<file path="config.mk">
export PLATFORM = sky130hd
export DESIGN_NAME = imm_seq
export DESIGN_NICKNAME = d
export VERILOG_FILES = /design/src/rtl/core/imm_pkg.sv /design/src/rtl/core/imm_seq.sv
export SDC_FILE = /design/constraint.sdc
export NUM_CORES = 1
export LEC_CHECK = 0
export ABC_AREA = 1
export BUFFER_PORTS_ARGS = -buffer_cell sky130_fd_sc_hd__buf_2
export CORE_ASPECT_RATIO = 0.75
export CORE_MARGIN = 1
export CORE_UTILIZATION = 40
export DETAILED_ROUTE_END_ITERATION = 16
export MAX_ROUTING_LAYER = met4
export PLACE_DENSITY = 0.77
export SYNTH_ARGS = -nofsm -noshare
export SYNTH_HDL_FRONTEND = slang
export SYNTH_SLANG_ARGS = --single-unit
</file>
<file path="constraint.sdc">
create_clock -name clk_i -period 2.5 [get_ports clk_i]
set_input_delay 0.25 -clock clk_i [delete_from_list [all_inputs] [get_ports clk_i]]
set_output_delay 0.25 -clock clk_i [all_outputs]
set_load 0.01 [all_outputs]
</file>
<file path="src/rtl/core/imm_pkg.sv">
// shared types, constants and helper functions of the integer matrix multiply core
`timescale 1ns / 1ps
`default_nettype none
package imm_pkg;

  localparam int MAX_DIM    = 32;
  localparam int ELEM_WIDTH = 32;
  localparam int DIM_W      = $clog2(MAX_DIM);
  localparam int DEPTH      = MAX_DIM * MAX_DIM;
  localparam int ADDR_W     = $clog2(DEPTH);

  localparam int CFG_W      = 6;
  localparam int CFG_IDX_W  = 2;
  localparam int IDX_W      = 5;
  localparam int VAL_W      = 32;

  localparam logic [CFG_W-1:0] DIM_RESET = 6'd32;

  localparam logic [CFG_IDX_W-1:0] REG_ROWS_M  = 2'd0;
  localparam logic [CFG_IDX_W-1:0] REG_COLS_N  = 2'd1;
  localparam logic [CFG_IDX_W-1:0] REG_INNER_K = 2'd2;

  localparam logic [1:0] KIND_WRITE_X = 2'd0;
  localparam logic [1:0] KIND_WRITE_Y = 2'd1;
  localparam logic [1:0] KIND_START   = 2'd2;
  localparam logic [1:0] KIND_READ_Z  = 2'd3;

  localparam logic REPLY_DONE = 1'b0;
  localparam logic REPLY_READ = 1'b1;

  typedef logic [ELEM_WIDTH-1:0] elem_t;
  typedef logic [DIM_W-1:0]      dim_t;
  typedef logic [ADDR_W-1:0]     addr_t;

  // last index in use for each loop of the product
  typedef struct packed {
    dim_t m_last;
    dim_t n_last;
    dim_t k_last;
  } dims_t;

  // tag that travels with one multiply-accumulate step
  typedef struct packed {
    logic  valid;
    logic  first;
    logic  last;
    addr_t zaddr;
  } mac_tag_t;

  // zero is taken as one, anything above the maximum saturates
  function automatic dim_t dim_last(logic [CFG_W-1:0] v);
    dim_t r;
    if (v == '0) begin
      r = '0;
    end else if (32'(v) > MAX_DIM) begin
      r = DIM_W'(MAX_DIM - 1);
    end else begin
      r = DIM_W'(v - 6'd1);
    end
    return r;
  endfunction

  function automatic addr_t addr_of(dim_t r, dim_t c);
    return ADDR_W'(r) * ADDR_W'(MAX_DIM) + ADDR_W'(c);
  endfunction

  function automatic elem_t to_elem(logic signed [VAL_W-1:0] v);
    return ELEM_WIDTH'(v);
  endfunction

  function automatic logic [VAL_W-1:0] to_reply(elem_t e);
    return VAL_W'(e);
  endfunction

endpackage
`default_nettype wire

</file>
<file path="src/rtl/core/imm_seq.sv">
// loop sequencer of the product: walks i, j, l and issues x/y read addresses
`timescale 1ns / 1ps
`default_nettype none
module imm_seq (
  input  wire logic              clk_i,
  input  wire logic              rst_ni,
  input  wire logic              start_i,
  input  wire imm_pkg::dims_t    dims_i,
  output imm_pkg::addr_t         xaddr_o,
  output imm_pkg::addr_t         yaddr_o,
  output imm_pkg::mac_tag_t      tag_o,
  output logic                   busy_o
);

  logic          run_q, run_d;
  imm_pkg::dim_t i_q, i_d, j_q, j_d, l_q, l_d;
  logic          l_wrap, j_wrap, i_wrap;

  assign l_wrap = (l_q == dims_i.k_last);
  assign j_wrap = (j_q == dims_i.n_last);
  assign i_wrap = (i_q == dims_i.m_last);

  always_comb begin
    run_d = run_q;
    i_d   = i_q;
    j_d   = j_q;
    l_d   = l_q;
    if (start_i) begin
      run_d = 1'b1;
      i_d   = '0;
      j_d   = '0;
      l_d   = '0;
    end else if (run_q) begin
      l_d = l_q + 1'b1;
      if (l_wrap) begin
        l_d = '0;
        j_d = j_q + 1'b1;
        if (j_wrap) begin
          j_d = '0;
          i_d = i_q + 1'b1;
          if (i_wrap) begin
            i_d   = '0;
            run_d = 1'b0;
          end
        end
      end
    end
  end

  always_ff @(posedge clk_i or negedge rst_ni) begin
    if (!rst_ni) begin
      run_q <= 1'b0;
      i_q   <= '0;
      j_q   <= '0;
      l_q   <= '0;
    end else begin
      run_q <= run_d;
      i_q   <= i_d;
      j_q   <= j_d;
      l_q   <= l_d;
    end
  end

  assign xaddr_o     = imm_pkg::addr_of(i_q, l_q);
  assign yaddr_o     = imm_pkg::addr_of(l_q, j_q);
  assign tag_o.valid = run_q;
  assign tag_o.first = (l_q == '0);
  assign tag_o.last  = l_wrap;
  assign tag_o.zaddr = imm_pkg::addr_of(i_q, j_q);
  assign busy_o      = run_q;

endmodule
`default_nettype wire

</file>
==> impl_metrics.ini, run 1 <==
[final_layout]
design_area_um2 = 1495
antennaDiodeCount = 0
nets = 248
fillers = 307
area_growth_pct = 18.08
layout_common_cells = 58 x nand2_1, 51 x buf_2, 25 x inv_1
seqCellArea_um2 = 400.4
multi_input_comb_area_um2 = 618.1
drive_gt1_frac = 0.2889
layout_commonest_cell = nand2_1

[global_routing]
track_usage = 0.1618
grt-ovfl-total = 0
antenna_found_initial = 0
grt_max_degree = 17
grt_first_pass_wirelength_mm = 3.995
grt_pass1_vias = 940

[cts]
cts_tree = yes
cts_root_buf = clkbuf_8
ctsLongestPathBuffers = 2
clk_latency_ps = 250
numCtsBuffers = 3
htree_levels = 1
cts.sinks = 16
clk_pin_slew_ps = 60

[flow_run]
maxCapViolations = 0

[placement]
io_buffers = 51
place_area_um2 = 1430
gp_congestion = 0.7755
post-dp-hpwl_mm = 2.003

[synthesis]
postSynthCellCount = 187
synth_edf_count = 0
synth_ff_type = dfrtp_1
yosysWarnings = 0
syn_nets = 209
ys_seq_elements = 16
async_flop_share = 1.000
syn_area_per_cell_um2 = 6.771
synth_area_um2 = 1266
synthDistinctLibCells = 22
synth-seq-area-share = 0.3162

[floorplan]
core-area_um2 = 2978
dieWidth_um = 66.97
io_pins = 52
die_h_um = 50.73
num_rows = 17
die_area_um2 = 3397
initial_core_util = 0.4252

[route]
drt_iter0_drc = 29
ant_nets = 0
vias = 1178
drcViolationCount = 0
drt-total-wl_mm = 2.574
drt-vias-per-instance = 4.479
dr.pass1.iters = 4
wire_per_inst_um = 9.787

[critical_path]
crit_slowest_cell = dfrtp_1
cp.arrival_ps = 1410
end_kind = output port
crit_required_ps = 2250
startpoint_type = flip-flop
max_stage_delay_ps = 460
cp_max_fo = 7
cpMostUsedCell = nand2_1
path_class = reg -> out
path_cells = inv_2 -> nand2_1 -> nand2_1 -> nor2_2 -> nand3_2 -> inv_1 -> buf_2

[power]
p_leak_nw = 0.9017
powerDensity_nw_per_um2 = 613.3
peakVddDrop_mv = 0.3091

[sta]
fin_setup_tns_ps = 0
timing.final.crit_share = 0.6625
max_freq_ghz = 0.6038
setup-violations-final = 0
rsz0062_at_grt = no
skew_ps = 4.658
finalHoldViolCount = 0
timing.final.crit_period_ps = 1656
worst_hold_slack_ps = 337.5
slew_violations = 0
slew-limit-headroom = 0.7565
worst_pin_slew_ps = 363.9

[run_status]
status = completed

[worst_hold_path]
hp-class = in -> reg
-- layout make-up --
cell class                      count  area share
Timing Repair Buffer               52      0.1774
Clock buffer                        4     0.03682
Multi-Input combinational cell    124      0.4134
Sequential cell                    16      0.2678
Inverter                           29     0.07280
Tap cell                           38     0.03180
-- critical path, delay by kind of cell (launching register included) --
kind	cells	cell delay [ps]
buf+inv	3	340
flops	1	460
simple gates	4	360
-- cells in the mapped netlist (2+ instances only) --
cell	number	area (um2)
o21ai_0	4	20.02
inv_2	4	15.01
inv_1	25	93.84
nand2_1	58	217.7
buf_4	17	127.6
xor2_1	6	52.55
nor3_1	2	10.01
xnor2_1	4	35.03
nand3_1	14	70.07
nor2_1	21	78.83
ha_1	4	50.05
nand3_2	2	20.02
dfrtp_1	16	400.4
a21oi_1	2	10.01
-- worst paths after layout --
kind,from,end,slack [ps],depth (start not counted)
worst max-delay path,l_q[2],tag_o[10],840,7
worst min-delay path,start_i,i_q[1],340,4
worst max register to register,l_q[2],i_q[0],1000,8
worst min register to register,i_q[4],i_q[4],590,2
max in group asynchronous,rst_ni,j_q[0],1790,2
min in group asynchronous,rst_ni,busy_o,440,2
-- report_power, final --
group	switching, mW	total (mW)	internal [mW]
Clock	0.0881	0.228	0.140
Sequential	0.0588	0.352	0.293
Combinational	0.193	0.337	0.144
Total	0.340	0.917	0.577
-- sequential cells by signal (all words and copies together), names as in the netlist --
register and count:
busy_o 1, i_q 5, j_q 5, l_q 5
-- routing by layer --
layer,vias up,track usage,share of wire
li1,629,-,-
met1,521,0.2117,0.50
met2,26,0.2391,0.45
met3,2,0.05000,0.047
met4,0,0.04610,0.0035
met5,-,-,0
-- metrics by stage --
stage	power (mW)	worst slack [ps]	utilization	instances
finish	0.9170	843.8	0.5021	263
global route	0.9950	733.8	0.5021	263
CTS	0.9258	842.9	0.5021	263
detailed placement	0.6947	1013	0.4803	258
global placement	0.6892	1051	0.4803	258
floorplan	0.6103	1179	-	187
-- cell families after synthesis --
| group | Yosys count | synth area share |
|---|---|---|
| AND/OR/NAND/NOR | 101 | 0.3330 |
| flip-flops | 16 | 0.3162 |
| adder cells (fa/ha/maj) | 4 | 0.03953 |
| buffers and inverters | 47 | 0.1956 |
| XOR/XNOR | 10 | 0.06917 |
| AO/OA/AOI/OAI | 9 | 0.04645 |
-- repair_timing --
action / in CTS / in global routing
hold endpoints to repair: 16 / 0
endpoints found under the setup margin: 0 / 0
resized for setup: 0 / 0
hold buffers: 1 / 0
setup buffers: 0 / 0
Note: power is estimated with default switching activity, not from simulation.
==> run 2, diff against run 1 <==
- ABC_AREA: 1 -> 0
- PLACE_DENSITY: 0.77 -> 0.81
- clock period: 2.5 -> 1.4 ns (I/O delays scaled with it)
==> run 2 against run 1 <==
- the run now ends with setup timing left
- worst setup slack got worse by 1200 ps
- critical path depth decreased by 1
- non-clock buffer count increased by 31
- synthesized cell count decreased by 31%
- synthesized area decreased by 5.2%
- cell count decreased by 11%
- largest cell class unchanged
- largest power group is now combinational logic
- highest routed layer unchanged
==> impl_metrics.ini, run 2 <==
[run_status]
violations = setup timing
status = finished with violations

[floorplan]
initial_core_util = 0.4407
io_pins = 52
core-area_um2 = 2723
dieWidth_um = 65.24
num_rows = 16
die_area_um2 = 3225
die_h_um = 49.43

[synthesis]
postSynthCellCount = 129
synthDistinctLibCells = 32
syn_nets = 151
yosys-top-cells-count = 17 x buf_4, 16 x dfrtp_1, 11 x nand3_1
ys_seq_elements = 16
synth_ff_type = dfrtp_1
synth-seq-area-share = 0.3337
async_flop_share = 1.000
syn_area_per_cell_um2 = 9.302
synth_area_um2 = 1200
yosysWarnings = 0
synth_most_common_cell = buf_4
synth_area_leaders = dfrtp_1 33%, buf_4 11%, xor2_1 7.3%, nand3_1 4.6%, ha_1 4.2%
synth_edf_count = 0
synth_top_cell_area_share = 0.3337
synth_top_cell_by_area = dfrtp_1

[cts]
cts.sinks = 16
clk_latency_ps = 260
cts_root_buf = clkbuf_8
clk_pin_slew_ps = 60
htree_levels = 1
numCtsBuffers = 3
ctsLongestPathBuffers = 2
cts_tree = yes

[critical_path]
cp.arrival_ps = 1640
max_stage_delay_ps = 410
cpMostUsedCell = buf_6
crit_buf_inv = 3
startpoint_type = flip-flop
cp_max_fo = 4
crit_slowest_cell = dfrtp_1
path_class = reg -> out
end_kind = output port
critPathTopFamily = flip-flops
path_cells = xnor2_1 -> o221a_2 -> nand2_1 -> buf_6 -> inv_2 -> buf_6
crit_required_ps = 1260

[route]
drt-total-wl_mm = 3.695
drt-vias-per-instance = 5.303
dr.pass1.iters = 4
ant_nets = 0
vias = 1241
drt_iter0_drc = 38
wire_per_inst_um = 15.79
drcViolationCount = 0

[power]
peakVddDrop_mv = 0.6817
powerDensity_nw_per_um2 = 874.6
p_leak_nw = 0.9151

[final_layout]
nets = 221
largest_registers = i_q (5), j_q (5), l_q (5)
layout_common_cells = 50 x buf_2, 25 x buf_4, 15 x dfrtp_1
layout_commonest_cell = buf_2
area_growth_pct = 56.10
drive_gt1_frac = 0.6212
antennaDiodeCount = 0

[sta]
max_freq_ghz = 0.5624
timing.final.crit_period_ps = 1778
worst_hold_slack_ps = 274.7
worst_pin_slew_ps = 539.4
finalHoldViolCount = 0
timing.final.crit_share = 1.270
skew_ps = 5.624
slew_violations = 0
rsz0062_at_grt = yes
slew-limit-headroom = 0.6404
final.setup.worst_slack_ps = -378.2
setup-violations-final = 18

[flow_run]
maxCapViolations = 0

[global_routing]
grt_max_degree = 17
grt_pass1_vias = 1287
track_usage = 0.2556
antenna_found_initial = 0
grt_first_pass_wirelength_mm = 5.996
grt-ovfl-total = 0

[placement]
io_buffers = 51
post-dp-hpwl_mm = 2.548
gp_congestion = 0.8769
dp_slack_ps = -295.6

[worst_hold_path]
hp-class = in -> reg
==> run 2: layer usage <==
metal / GRT usage / up-vias / wire [um]
met5: - / - / 0
met3: 0.04439 / 7 / 150
met1: 0.2986 / 610 / 1524
li1: - / 587 / -
met2: 0.4296 / 37 / 1955
met4: 0.1087 / 0 / 65
==> run 2: layout make-up <==
class                   instances  area, um2
well taps                      36      45.04
multi-input cells              88      823.3
repair buffers                 83      526.8
fillers                       195      849.6
clock buffers                   4      45.04
inverters                       7      31.28
flip-flops and latches         16      401.6
==> run 2: timing repair <==
action / CTS / global route
hold buffers: 1 / 0
hold endpoints to repair: 16 / 0
pin swaps: 9 / 4
buffers inserted: 6 / 0
endpoints found under the setup margin: 18 / 18
resized for setup: 26 / 10
gates cloned: 1 / 0
==> run 2: cells by family after synthesis <==
family	share of synthesized area
AO/OA/AOI/OAI	0.2106
AND/OR/NAND/NOR	0.1533
multiplexers	0.01668
flip-flops	0.3337
buffers and inverters	0.1345
XOR/XNOR	0.1095
adder cells (fa/ha/maj)	0.04171
==> run 2: through the flow <==
step           TNS [ps]  power, mW  std cells  cell area (um2)  utilization
3_3_place_gp      -2256      1.128        222             1605       0.5896
4_1_cts           -3699      1.598        234             1826       0.6705
5_1_grt           -6016      1.734        234             1873       0.6880
3_5_place_dp      -3261      1.157        222             1605       0.5896
6_report          -4705      1.638        234             1873       0.6880
2_1_floorplan     -2334     0.9097        129             1252            -
==> run 2: where the power goes <==
part / internal (mW) / total, mW / switching [mW] / leakage, nW
registers: 0.503 / 0.535 / 0.0322 / 0.210
logic: 0.354 / 0.736 / 0.383 / 0.683
clock network: 0.202 / 0.366 / 0.164 / 0.0228
==> run 2: worst register-to-register path: cells and delay by family, from the launching register on <==
kind                      cells  cell delay, ps
AOI/OAI and AO/OA             4             830
DFF                           1             410
buffers and inverters         1             210
xor gates and xnor gates      1             170
==> run 2: worst paths after layout <==
path / startpoint / to / slack (ps) / cells after the start
worst max register to register: l_q[0] / i_q[2] / -350 / 6
min in group asynchronous: rst_ni / i_q[4] / 330 / 2
worst min register to register: j_q[0] / j_q[0] / 600 / 2
worst min-delay path: start_i / l_q[1] / 270 / 2
max in group asynchronous: rst_ni / l_q[3] / 780 / 2
worst max-delay path: l_q[2] / tag_o[10] / -380 / 6
==> run 3, diff against run 2 <==
- CORE_MARGIN: 1 -> 2
==> run 3 against run 2 <==
- the run still ends with setup timing left
- worst setup slack gained 95 ps
- clock power is 15% higher
- fmax rose by 5.7%
- die area up 7.2%
- non-clock buffer count is 6 higher
- clock-buffer cell count is the same
- hold slack improved by 62 ps
- clock skew fell by 5.3 ps
- largest cell class unchanged
==> impl_metrics.ini, run 3 (synthesis gave the netlist of run 2 again) <==
[critical_path]
startpoint_type = flip-flop
rrSetupSlack_ps = -280
cp-endpoint = i_q[2]
crit_required_ps = 1530
crit_slowest_cell = dfrtp_1
worstRegToRegCells = 6
reg2reg_to = i_q[2]
startpoint = l_q[0]
max_stage_delay_ps = 420
end_kind = flip-flop
cp_max_fo = 5
cp.arrival_ps = 1810
rr_startpoint = l_q[0]
path_cells = xor2_2 -> a2111oi_4 -> buf_4 -> a31oi_4 -> o31ai_1 -> o21ai_1
path_class = reg -> reg

[final_layout]
nets = 227
area_growth_pct = 56.93
final_core_util = 0.6510
layout_common_cells = 50 x buf_2, 32 x buf_4, 15 x dfrtp_1
antennaDiodeCount = 0
design_area_um2 = 1883
drive_gt1_frac = 0.6029
fillers = 234
layout_commonest_cell = buf_2
largest_registers = i_q (5), j_q (5), l_q (5)
fin_cells = 242

[floorplan]
io_pins = 52
die_h_um = 51.43
initial_core_util = 0.4148
die_area_um2 = 3458
dieWidth_um = 67.24
core-area_um2 = 2893
num_rows = 17

[placement]
post-dp-hpwl_mm = 2.300
io_buffers = 51
gp_congestion = 0.8434
place_area_um2 = 1645
dpl.cell_count = 229
dp_slack_ps = -310.4

[cts]
ctsLongestPathBuffers = 2
cts.sinks = 16
numCtsBuffers = 3
clk_latency_ps = 250
cts_root_buf = clkbuf_8
cts_tree = yes
htree_levels = 1
clk_pin_slew_ps = 70

[power]
powerDensity_nw_per_um2 = 878.7
peakVddDrop_mv = 0.4449
p_leak_nw = 0.9482

[sta]
final.setup.worst_slack_ps = -283.0
max_freq_ghz = 0.5942
worst_pin_slew_ps = 462.0
fin_setup_tns_ps = -4066
slew-limit-headroom = 0.6920
setup-violations-final = 18
timing.final.crit_share = 1.202
rsz0062_at_grt = yes
finalHoldViolCount = 0
timing.final.crit_period_ps = 1683
slew_violations = 0
skew_ps = 0.3535

[flow_run]
maxCapViolations = 0

[run_status]
violations = setup timing
status = finished with violations

[route]
drt-vias-per-instance = 4.921
ant_nets = 0
dr.pass1.iters = 4
wire_per_inst_um = 13.22
drt_iter0_drc = 30
vias = 1191
drcViolationCount = 0
drt-total-wl_mm = 3.199

[global_routing]
grt_max_degree = 17
use_met3 = 0.04405
use_met1 = 0.2476
grt-ovfl-total = 0
grt_pass1_vias = 1131
use_met2 = 0.3234
track_usage = 0.1971
top_usage_layer = met2
antenna_found_initial = 0
grt_first_pass_wirelength_mm = 4.961

[worst_hold_path]
hp-class = in -> async
## run 3: power by group
part	total [mW]	switching [mW]	internal [mW]
combinational	0.702	0.352	0.350
sequential	0.533	0.0298	0.503
clock	0.420	0.171	0.250
total	1.65	0.552	1.10
## run 3: critical path: cells and delay by family (launching register included)
kind	cells	cell delay, ps
flops	1	420
compound gates	4	770
xor+xnor	1	180
buf+inv	1	210
## run 3: layer usage
metal | share of wire | vias up
li1 | - | 591
met1 | 0.44 | 557
met2 | 0.50 | 41
met3 | 0.055 | 2
met4 | 0.0034 | 0
met5 | 0 | -
## run 3: final cells by class
cell class / count / area [um2] / area share
timing repair buffer: 89 / 568.0 / 0.3017
clock buffer: 4 / 55.05 / 0.02924
inverter: 7 / 28.78 / 0.01528
sequential: 16 / 401.6 / 0.2133
multi-input combinational: 88 / 782.0 / 0.4153
tap: 38 / 47.55 / 0.02525
## run 3: worst min-delay path by stage
| stage | depth (start not counted) | slack, ps | start | endpoint |
|---|---|---|---|---|
| after floorplan | 0 | -160 | rst_ni | busy_o |
| after global placement | 1 | 70 | rst_ni | i_q[4] |
| after detailed placement | 1 | 80 | rst_ni | i_q[4] |
| after CTS | 2 | 350 | rst_ni | i_q[4] |
| after global routing | 3 | 370 | start_i | l_q[1] |
| final | 2 | 340 | rst_ni | i_q[4] |
## run 3: what timing repair did
action	4_1_cts	5_1_grt
pin swaps	4	7
endpoints found under the setup margin	18	18
gates resized for setup	9	16
hold buffers	1	0
setup buffers	4	4
hold endpoints to repair	16	0
gates cloned	1	0
## run 3: stage by stage
stage          hold WS [ps]  power, mW
2_1_floorplan        -155.6     0.9097
3_3_place_gp          74.68      1.139
3_5_place_dp          78.47      1.157
4_1_cts               348.6      1.621
5_1_grt               373.3      1.753
6_report              336.9      1.655
