==> src/rtl/core/imm_pkg.sv <==
// shared types, constants and helper functions of the integer matrix multiply core
`timescale 1ns / 1ps
`default_nettype none
package imm_pkg;

  localparam int MAX_DIM    = 32;
  localparam int ELEM_WIDTH = 32;
  localparam int DIM_W      = $clog2(MAX_DIM);
  localparam int DEPTH      = MAX_DIM * MAX_DIM;
  localparam int ADDR_W     = $clog2(DEPTH);

  localparam int CFG_W      = 6;
  localparam int CFG_IDX_W  = 2;
  localparam int IDX_W      = 5;
  localparam int VAL_W      = 32;

  localparam logic [CFG_W-1:0] DIM_RESET = 6'd32;

  localparam logic [CFG_IDX_W-1:0] REG_ROWS_M  = 2'd0;
  localparam logic [CFG_IDX_W-1:0] REG_COLS_N  = 2'd1;
  localparam logic [CFG_IDX_W-1:0] REG_INNER_K = 2'd2;

  localparam logic [1:0] KIND_WRITE_X = 2'd0;
  localparam logic [1:0] KIND_WRITE_Y = 2'd1;
  localparam logic [1:0] KIND_START   = 2'd2;
  localparam logic [1:0] KIND_READ_Z  = 2'd3;

  localparam logic REPLY_DONE = 1'b0;
  localparam logic REPLY_READ = 1'b1;

  typedef logic [ELEM_WIDTH-1:0] elem_t;
  typedef logic [DIM_W-1:0]      dim_t;
  typedef logic [ADDR_W-1:0]     addr_t;

  // last index in use for each loop of the product
  typedef struct packed {
    dim_t m_last;
    dim_t n_last;
    dim_t k_last;
  } dims_t;

  // tag that travels with one multiply-accumulate step
  typedef struct packed {
    logic  valid;
    logic  first;
    logic  last;
    addr_t zaddr;
  } mac_tag_t;

  // zero is taken as one, anything above the maximum saturates
  function automatic dim_t dim_last(logic [CFG_W-1:0] v);
    dim_t r;
    if (v == '0) begin
      r = '0;
    end else if (32'(v) > MAX_DIM) begin
      r = DIM_W'(MAX_DIM - 1);
    end else begin
      r = DIM_W'(v - 6'd1);
    end
    return r;
  endfunction

  function automatic addr_t addr_of(dim_t r, dim_t c);
    return ADDR_W'(r) * ADDR_W'(MAX_DIM) + ADDR_W'(c);
  endfunction

  function automatic elem_t to_elem(logic signed [VAL_W-1:0] v);
    return ELEM_WIDTH'(v);
  endfunction

  function automatic logic [VAL_W-1:0] to_reply(elem_t e);
    return VAL_W'(e);
  endfunction

endpackage
`default_nettype wire

==> src/rtl/core/imm_mac.sv <==
// multiply-accumulate datapath: registered product, accumulator, z write-back
`timescale 1ns / 1ps
`default_nettype none
module imm_mac (
  input  wire logic              clk_i,
  input  wire logic              rst_ni,
  input  wire imm_pkg::mac_tag_t tag_i,
  input  wire imm_pkg::elem_t    x_i,
  input  wire imm_pkg::elem_t    y_i,
  output logic                   zwe_o,
  output imm_pkg::addr_t         zaddr_o,
  output imm_pkg::elem_t         zdata_o,
  output logic                   busy_o
);

  imm_pkg::mac_tag_t tag1_q, tag2_q;
  imm_pkg::elem_t    prod_q, acc_q, sum;

  // tag1 lines up with the ram read data, tag2 with the product register
  always_ff @(posedge clk_i or negedge rst_ni) begin
    if (!rst_ni) begin
      tag1_q <= '0;
      tag2_q <= '0;
    end else begin
      tag1_q <= tag_i;
      tag2_q <= tag1_q;
    end
  end

  always_ff @(posedge clk_i) begin
    prod_q <= x_i * y_i;
    if (tag2_q.valid) begin
      acc_q <= sum;
    end
  end

  assign sum     = (tag2_q.first ? '0 : acc_q) + prod_q;
  assign zwe_o   = tag2_q.valid && tag2_q.last;
  assign zaddr_o = tag2_q.zaddr;
  assign zdata_o = sum;
  assign busy_o  = tag1_q.valid || tag2_q.valid;

endmodule
`default_nettype wire

==> config.mk <==
export PLATFORM = sky130hd
export DESIGN_NAME = imm_mac
export DESIGN_NICKNAME = d
export VERILOG_FILES = /design/src/rtl/core/imm_pkg.sv /design/src/rtl/core/imm_mac.sv
export SDC_FILE = /design/constraint.sdc
export NUM_CORES = 1
export LEC_CHECK = 0
export BUFFER_PORTS_ARGS = -buffer_cell sky130_fd_sc_hd__buf_2
export CORE_MARGIN = 10
export CORE_UTILIZATION = 25
export CTS_BUF_LIST = sky130_fd_sc_hd__clkbuf_8
export DETAILED_ROUTE_END_ITERATION = 12
export PLACE_DENSITY = 0.42
export SLEW_MARGIN = 40
export SYNTH_ARGS = -nofsm -noshare
export SYNTH_HDL_FRONTEND = slang
export SYNTH_SLANG_ARGS = --single-unit
==> constraint.sdc <==
create_clock -name clk_i -period 6.5 [get_ports clk_i]
set_clock_uncertainty 0.1 [all_clocks]
set_input_delay 0.325 -clock clk_i [delete_from_list [all_inputs] [get_ports clk_i]]
set_output_delay 0.325 -clock clk_i [all_outputs]
set_load 0.01 [all_outputs]
==> results.py, run 1 <==
metrics = {
    "placement": {
        "dp_hpwl_um": 53860,
        "portBuffers": 122,
        "routabilityCongestion": 0.8963,
    },
    "timing": {
        "finalCritPeriodShare": 0.9809,
        "relSlewSlack": 0.5680,
        "fmax_ghz": 0.1568,
        "hold_viol": 0,
        "setup_violations": 0,
        "worst_pin_slew_ns": 0.6480,
        "rsz0062_at_grt": "yes",
        "drv_slew": 0,
        "setup-tns-final_ns": 0,
        "period_needed_ns": 6.376,
    },
    "logic_synthesis": {
        "syn_nets": 2751,
        "syn-cell-area_mm2": 0.01985,
        "netlist_top_cells_area": "fa_1 41%, ha_1 9.7%, and2_1 8.6%",
        "synth_ff_type": "edfxtp_1",
        "async_flop_share": 0.2889,
        "synth.largest_area_cell": "fa_1",
        "ys_seq_elements": 90,
        "synth_edf_count": 32,
        "synth-seq-area-share": 0.1135,
        "postSynthAreaPerCell_um2": 9.411,
        "synth.most_common_cell": "inv_1",
        "syn_inst": 2109,
        "yosys_warnings": 0,
        "yosysTopAreaCellShare": 0.4125,
        "ys_types": 62,
        "synth_common_cells": "410 x inv_1, 409 x fa_1, 284 x nand2_1, 273 x and2_1, 154 x ha_1",
    },
    "final_layout": {
        "nets": 2998,
        "multiInputGateArea_mm2": 0.01588,
        "layout.area.seq_mm2": 0.002252,
        "n_fill_cell": 8377,
        "area_growth_pct": 19.30,
        "drive_above_1_share": 0.1686,
        "final_util": 0.3002,
    },
    "floorplanning": {
        "die_y_um": 301.8,
        "ios": 123,
        "die_w_um": 301.8,
        "row_count": 103,
        "dieArea_mm2": 0.09106,
        "initial_core_util": 0.2516,
        "core_area_mm2": 0.07887,
    },
    "grt": {
        "grt_antenna_before_repair": 3,
        "grt_max_degree": 35,
        "grt-ovfl-total": 0,
        "grt_pass1_vias": 16590,
        "grt_pass1_wl_um": 98210,
        "grt_usage": 0.1393,
    },
    "routing": {
        "via_count": 14500,
        "dr.pass1.iters": 5,
        "first_iter_violations": 712,
        "postRouteAntennaNets": 0,
        "drc": 0,
        "wirelength_um": 61720,
        "vias_per_cell": 4.248,
        "routedWlPerCell_um": 18.08,
    },
    "worst_setup_path": {
        "cp-end-kind": "register",
        "crit_type": "in2reg",
        "cp_data_required_time_ns": 6.69,
        "arrival_ns": 6.56,
        "startpoint_type": "input pin",
        "cp_max_fo": 5,
    },
    "clock_tree": {
        "cts_inserted_buffers": 9,
        "clockBufferDepth": 2,
        "tritoncts": "built",
        "root_buffer": "clkbuf_8",
        "clock-sinks": 90,
        "path_clk_slew_ns": 0.10,
        "clk_latency_ns": 0.40,
        "htree_levels": 3,
    },
    "min_path": {
        "holdCritPathClass": "reg2reg",
    },
    "run_status": {
        "status": "finished clean",
    },
    "job": {
        "maxCapViolations": 0,
    },
}
final timing paths:
path                            startpoint          to  slack (ns)  depth (start not counted)
max in group asynchronous           rst_ni  zaddr_o[3]        5.58                          2
worst max-delay path               x_i[20]  prod_q[30]        0.12                         20
min in group asynchronous           rst_ni   tag1_q[3]        0.35                          2
worst min register to register   tag1_q[6]  zaddr_o[6]        0.26                          0
worst min-delay path             tag1_q[6]  zaddr_o[6]        0.26                          0
worst max register to register  tag2_q[11]   acc_q[30]        2.33                         13
worst max-delay path, stage by stage:
cell and delay, ns:
buf_2 0.17, and2_1 0.21, fa_1 0.54, inv_1 0.05
fa_1 0.52, fa_2 0.50, fa_1 0.56, inv_1 0.05
fa_1 0.48, fa_1 0.59, fa_1 0.45, fa_1 0.45
ha_1 0.34, and4_4 0.25, nand3_2 0.08, a311oi_2 0.27
buf_4 0.16, nor3_2 0.04, or3_1 0.38, o311a_1 0.14
logic make-up after synthesis:
family / count (synthesis) / share of synthesized area
AND/OR/NAND/NOR: 681 / 0.1749
flip-flops: 90 / 0.1135
buffers and inverters: 512 / 0.09878
XOR/XNOR: 109 / 0.04810
AO/OA/AOI/OAI: 154 / 0.05516
adder cells (fa/ha/maj): 563 / 0.5096
stage by stage:
stage                     hold slack (ns)  instance area, µm²  worst slack (ns)  std cells
after floorplan                  -0.07059               19940         -0.003994       2109
after global placement             0.2312               23020           -0.3030       3379
after detailed placement           0.2372               23020           -0.4077       3379
after CTS                          0.2573               23350           0.01753       3409
after global routing               0.2743               23680          -0.02344       3412
final                              0.2569               23680            0.1240       3413
sequential cells by signal (all words and copies together) (netlist names):
register  count
tag2_q        3
prod_q       32
acc_q        32
zaddr_o      10
tag1_q       13
per-layer routing:
layer | part of all wire | GRT usage | wire [µm] | vias to the layer above
li1 | - | - | - | 6809
met1 | 0.44 | 0.1775 | 27290 | 7417
met2 | 0.51 | 0.2527 | 31490 | 221
met3 | 0.026 | 0.009864 | 1621 | 49
met4 | 0.021 | 0.03372 | 1301 | 4
met5 | 0.00024 | 0 | 15 | -
cells in the final DEF (no fill, tap or decap), types with 4 or more instances in the layout:
cell type / n
ha_1: 144
nand2_1: 284
ha_4: 10
o21ai_0: 21
buf_6: 5
edfxtp_1: 32
and2_4: 7
o21ai_1: 5
or3_1: 8
o21a_1: 6
a21oi_1: 38
buf_12: 11
a211oi_1: 11
o21bai_1: 5
nor2b_1: 33
buf_4: 188
buf_2: 107
xor2_1: 25
xnor2_1: 84
fa_1: 394
nand3_1: 13
dfrtp_1: 26
dfxtp_1: 32
nor3_1: 11
o211ai_1: 4
dlygate4sd3_1: 14
inv_1: 407
a21o_1: 26
nor2_1: 26
clkbuf_4: 9
fa_2: 15
clkbuf_8: 9
and2_1: 266
nand2b_1: 10
what timing repair did:
item / 4_1_cts / 5_1_grt
setup endpoints to repair: 0 / 12
endpoints found under the hold margin: 39 / 0
gates resized for setup: 0 / 75
hold buffers: 14 / 0
buffers inserted: 0 / 2
layout make-up:
class,count,area share
Inverter,410,0.06500
Timing Repair Buffer,338,0.1056
Antenna cell,2,0.0002114
Sequential cell,90,0.09512
Clock inverter,7,0.002801
Multi-Input combinational cell,1507,0.6705
Clock buffer,9,0.005231
Tap cell,1050,0.05549
Power of run 1 is left out: the tool's default activity adds up to more than one toggle a clock period on the data nets, which glitch-free logic cannot reach.
==> inputs of run 2 (changes only) <==
--- a/config.mk
+++ b/config.mk
@@ -7,10 +7,10 @@
 export LEC_CHECK = 0
 export BUFFER_PORTS_ARGS = -buffer_cell sky130_fd_sc_hd__buf_2
 export CORE_MARGIN = 10
-export CORE_UTILIZATION = 25
+export CORE_UTILIZATION = 55
 export CTS_BUF_LIST = sky130_fd_sc_hd__clkbuf_8
 export DETAILED_ROUTE_END_ITERATION = 12
-export PLACE_DENSITY = 0.42
+export PLACE_DENSITY = 0.75
 export SLEW_MARGIN = 40
 export SYNTH_ARGS = -nofsm -noshare
 export SYNTH_HDL_FRONTEND = slang
==> constraint.sdc (replaced) <==
create_clock -name clk_i -period 6.1 [get_ports clk_i]
set_clock_uncertainty 0.1 [all_clocks]
set_input_delay 0.305 -clock clk_i [delete_from_list [all_inputs] [get_ports clk_i]]
set_output_delay 0.305 -clock clk_i [all_outputs]
set_load 0.01 [all_outputs]
==> results.py, run 2 (synthesis gave the netlist of run 1 again) <==
metrics = {
    "run_status": {
        "status": "finished, violations left",
        "violations": "setup timing",
    },
    "floorplanning": {
        "row_count": 69,
        "die_w_um": 210.0,
        "die_y_um": 210.0,
        "core_area_mm2": 0.03557,
        "dieArea_mm2": 0.04409,
        "ios": 123,
        "initial_core_util": 0.5580,
    },
    "final_layout": {
        "diodes": 0,
        "nets": 3032,
        "layout_commonest_cell": "inv_1",
        "reg_top3": "acc_q: 32 flops, prod_q: 32 flops, tag1_q: 13 flops",
        "final_util": 0.6728,
        "drive_above_1_share": 0.2242,
        "layout_common_cells": "384 x inv_1, 371 x fa_1, 280 x nand2_1, 244 x and2_1, 203 x buf_4",
        "area_growth_pct": 20.58,
        "n_fill_cell": 2652,
    },
    "worst_setup_path": {
        "arrival_ns": 6.42,
        "cp_data_required_time_ns": 6.25,
        "crit_type": "in2reg",
        "startpoint_type": "input pin",
        "cp_max_fo": 5,
        "cp-end-kind": "register",
    },
    "timing": {
        "worst_pin_slew_ns": 0.5715,
        "rsz0062_at_grt": "yes",
        "fmax_ghz": 0.1597,
        "drv_slew": 0,
        "setup_ws_ns": -0.1634,
        "hold_viol": 0,
        "finalCritPeriodShare": 1.027,
        "relSlewSlack": 0.6164,
        "setup_violations": 8,
        "period_needed_ns": 6.263,
    },
    "min_path": {
        "holdCritPathClass": "reg2reg",
    },
    "routing": {
        "vias_per_cell": 5.334,
        "routedWlPerCell_um": 18.86,
        "wirelength_um": 53870,
        "dr.pass1.iters": 5,
        "postRouteAntennaNets": 0,
        "via_count": 15240,
        "drc": 0,
        "first_iter_violations": 972,
    },
    "clock_tree": {
        "clockBufferDepth": 2,
        "clock-sinks": 90,
        "htree_levels": 3,
        "path_clk_slew_ns": 0.09,
        "clk_latency_ns": 0.37,
        "cts_inserted_buffers": 9,
        "root_buffer": "clkbuf_8",
        "tritoncts": "built",
    },
    "grt": {
        "grt_pass1_vias": 16550,
        "grt_pass1_wl_um": 86180,
        "grt_max_degree": 35,
        "grt_antenna_before_repair": 0,
        "grt-ovfl-total": 0,
        "grt_usage": 0.2418,
    },
    "placement": {
        "portBuffers": 122,
        "routabilityCongestion": 0.9803,
        "dp_hpwl_um": 44140,
    },
    "job": {
        "maxCapViolations": 0,
    },
}
run 2: cell count changes in the layout (fill, tap and decap cells not counted), sizes merged:
cell,delta
buf,+40
bufbuf,+1
clkbuf,-7
clkinv,-1
clkinvlp,+1
diode,-2
run 2: repair_timing:
item / 4_1_cts / 5_1_grt
pin swaps: 112 / 84
cloned: 1 / 1
setup endpoints to repair: 11 / 15
resized for setup: 134 / 108
hold buffers: 14 / 0
setup buffers: 14 / 10
endpoints found under the hold margin: 39 / 0
run 2: area by class of cell:
| cell class | count | area, µm² | area share |
|---|---|---|---|
| Inverter | 410 | 1539 | 0.06431 |
| Multi-Input combinational cell | 1507 | 16330 | 0.6824 |
| Tap cell | 461 | 576.8 | 0.02410 |
| Sequential cell | 90 | 2252 | 0.09411 |
| Clock buffer | 9 | 123.9 | 0.005176 |
| Clock inverter | 7 | 76.32 | 0.003189 |
| Timing Repair Buffer | 372 | 3032 | 0.1267 |
run 2: layer usage:
layer,share of wire,up-vias,global-route usage
met5,0,-,0
met4,0.020,0,0.04838
met3,0.077,79,0.03829
met2,0.49,591,0.4065
met1,0.42,7671,0.3265
li1,-,6894,-
run 2: worst paths after layout:
| kind | slack (ns) | depth (start not counted) | startpoint | to |
|---|---|---|---|---|
| setup / recovery | -0.16 | 21 | x_i[14] | prod_q[30] |
| hold / removal | 0.25 | 0 | tag1_q[9] | zaddr_o[9] |
| setup reg to reg | 2.05 | 13 | tag2_q[11] | acc_q[30] |
| hold reg to reg | 0.25 | 0 | tag1_q[9] | zaddr_o[9] |
| max in group asynchronous | 5.16 | 2 | rst_ni | zaddr_o[7] |
| min in group asynchronous | 0.37 | 2 | rst_ni | zaddr_o[6] |
run 2: critical path, cell delays in order:
cell and delay (ns):
buf_4 0.15, buf_6 0.13, nand2_1 0.07, fa_1 0.47
fa_1 0.52, inv_1 0.06, fa_1 0.50, inv_1 0.06
fa_1 0.54, inv_1 0.06, fa_1 0.50, fa_1 0.44
fa_1 0.51, fa_1 0.54, ha_4 0.30, and4_4 0.24
nand3_4 0.07, a311oi_4 0.33, nor3_2 0.10, or3_1 0.38
o311a_1 0.14
run 2: through the flow:
stage                     cell area [µm²]  TNS [ns]  std cells  hold slack (ns)  setup WS, ns
after floorplan                     19990    -2.069       2109         -0.09059       -0.3839
after global placement              22420    -6.109       2801           0.2017       -0.5918
final                               23930   -0.5550       2856           0.2450       -0.1634
after CTS                           23420   -0.3547       2846           0.2438      -0.09649
after detailed placement            22420    -7.956       2801           0.2118       -0.6909
after global routing                23930    -2.094       2856           0.2582       -0.2938
Power of run 2 is left out for the same reason.
==> inputs of run 3 (changes only) <==
--- a/config.mk
+++ b/config.mk
@@ -6,11 +6,14 @@
 export NUM_CORES = 1
 export LEC_CHECK = 0
 export BUFFER_PORTS_ARGS = -buffer_cell sky130_fd_sc_hd__buf_2
+export CORE_ASPECT_RATIO = 1.2
 export CORE_MARGIN = 10
 export CORE_UTILIZATION = 55
 export CTS_BUF_LIST = sky130_fd_sc_hd__clkbuf_8
 export DETAILED_ROUTE_END_ITERATION = 12
+export GPL_ROUTABILITY_DRIVEN = 0
 export PLACE_DENSITY = 0.75
+export REMOVE_ABC_BUFFERS = 1
 export SLEW_MARGIN = 40
 export SYNTH_ARGS = -nofsm -noshare
 export SYNTH_HDL_FRONTEND = slang
==> results.py, run 3 (synthesis gave the netlist of run 1 again) <==
metrics = {
    "worst_setup_path": {
        "cp-end-kind": "register",
        "cp_data_required_time_ns": 6.26,
        "cp_max_fo": 5,
        "arrival_ns": 6.58,
        "crit_type": "in2reg",
        "startpoint_type": "input pin",
    },
    "grt": {
        "met2_usage": 0.3924,
        "grt_busiest_layer": "met2",
        "grt_max_degree": 35,
        "grt_usage": 0.2341,
        "grtUsageMet3": 0.03594,
        "grt_antenna_before_repair": 0,
        "grt_pass1_vias": 16660,
        "grtUsageMet1": 0.3064,
        "grt-ovfl-total": 0,
        "grt_pass1_wl_um": 84950,
    },
    "final_layout": {
        "nets": 3052,
        "multiInputGateArea_mm2": 0.01630,
        "layout_commonest_cell": "inv_1",
        "area_growth_pct": 21.06,
        "diodes": 0,
        "drive_above_1_share": 0.2236,
        "layout_common_cells": "388 x inv_1, 379 x fa_1, 281 x nand2_1, 253 x and2_1, 220 x buf_4",
        "layout.area.seq_mm2": 0.002252,
        "n_fill_cell": 2620,
        "reg_top3": "acc_q: 32 flops, prod_q: 32 flops, tag1_q: 13 flops",
    },
    "clock_tree": {
        "htree_levels": 3,
        "tritoncts": "built",
        "path_clk_slew_ns": 0.09,
        "clockBufferDepth": 2,
        "clock-sinks": 90,
        "root_buffer": "clkbuf_8",
        "cts_inserted_buffers": 9,
        "clk_latency_ns": 0.36,
    },
    "timing": {
        "rsz0062_at_grt": "yes",
        "setup_ws_ns": -0.3269,
        "fmax_ghz": 0.1556,
        "hold_viol": 0,
        "worst_pin_slew_ns": 0.6682,
        "setup_violations": 12,
        "drv_slew": 0,
        "period_needed_ns": 6.427,
        "hold_slack_ns": 0.2547,
        "relSlewSlack": 0.5545,
        "finalCritPeriodShare": 1.054,
    },
    "placement": {
        "portBuffers": 122,
        "dp_hpwl_um": 44020,
    },
    "job": {
        "maxCapViolations": 0,
    },
    "floorplanning": {
        "ios": 123,
        "initial_core_util": 0.5551,
        "core_area_mm2": 0.03575,
        "die_w_um": 193.4,
        "row_count": 76,
        "dieArea_mm2": 0.04412,
        "die_y_um": 228.1,
    },
    "routing": {
        "via_count": 15650,
        "dr.pass1.iters": 5,
        "drc": 0,
        "routedWlPerCell_um": 19.05,
        "wirelength_um": 54930,
        "vias_per_cell": 5.427,
        "postRouteAntennaNets": 0,
        "first_iter_violations": 1151,
    },
    "run_status": {
        "status": "finished, violations left",
        "violations": "setup timing",
    },
    "min_path": {
        "holdCritPathClass": "reg2reg",
    },
}
## run 3: cell types whose count changed in the layout (fill, tap and decap cells not counted), moves of 3 or more
cell	delta
and2_4	-9
fa_1	+8
inv_2	-3
buf_6	-3
buf_2	+4
fa_2	-8
buf_4	+17
buf_12	-5
inv_1	+4
buf_8	+5
and2_1	+9
## run 3: repair_timing
item                       in CTS  in global routing
setup endpoints to repair      12                 15
pin swaps                      65                134
gates resized for setup        92                158
hold buffers                   14                  0
gates cloned                    0                  2
hold endpoints to repair       39                  0
setup buffers                  12                 29
## run 3: stage by stage
stage	utilization	setup TNS (ns)	cell area [µm²]	cells	setup WS (ns)
final	0.6720	-1.856	24030	2883	-0.3269
after global routing	0.6720	-3.215	24030	2883	-0.4284
after CTS	0.6474	-1.447	23150	2854	-0.2401
after detailed placement	0.6240	-9.390	22310	2812	-0.9206
after global placement	0.6240	-7.916	22310	2812	-0.8182
after floorplan	-	-1.782	19430	2007	-0.4521
## run 3: layout make-up
cell class / count / area share
well taps: 468 / 0.02437
clock inverters: 7 / 0.004218
clock buffers: 9 / 0.005155
flip-flops and latches: 90 / 0.09373
repair buffers: 392 / 0.1302
inverters: 410 / 0.06405
multi-input cells: 1507 / 0.6783
## run 3: worst paths after layout
check                            from         end  slack (ns)  cells past startpoint
max                           x_i[13]  prod_q[29]       -0.33                     23
min                         tag1_q[3]  zaddr_o[3]        0.25                      0
max reg2reg                tag2_q[11]   acc_q[30]        1.94                     13
min reg2reg                 tag1_q[3]  zaddr_o[3]        0.25                      0
max in group asynchronous      rst_ni  zaddr_o[0]        5.19                      2
min in group asynchronous      rst_ni  tag2_q[10]        0.36                      2
## run 3: routing by layer
| layer | wire [µm] | share of wire | up-vias |
|---|---|---|---|
| met3 | 4587 | 0.084 | 140 |
| met1 | 21720 | 0.40 | 7844 |
| met4 | 1990 | 0.036 | 0 |
| met5 | 0 | 0 | - |
| li1 | - | - | 6916 |
| met2 | 26640 | 0.48 | 746 |
## run 3: worst max-delay path, stage by stage
cell and delay [ns]:
buf_8 0.10, buf_6 0.13, buf_6 0.11, and2_4 0.13
fa_1 0.51, fa_2 0.47, fa_1 0.50, inv_1 0.06
fa_1 0.55, inv_2 0.06, fa_1 0.56, fa_1 0.44
fa_1 0.52, fa_1 0.46, ha_4 0.27, buf_6 0.11
a211oi_2 0.16, o21ai_1 0.12, a31o_2 0.23, a41o_1 0.27
a31oi_4 0.26, o21ai_2 0.09, xor2_1 0.15
Power of run 3 is left out for the same reason.
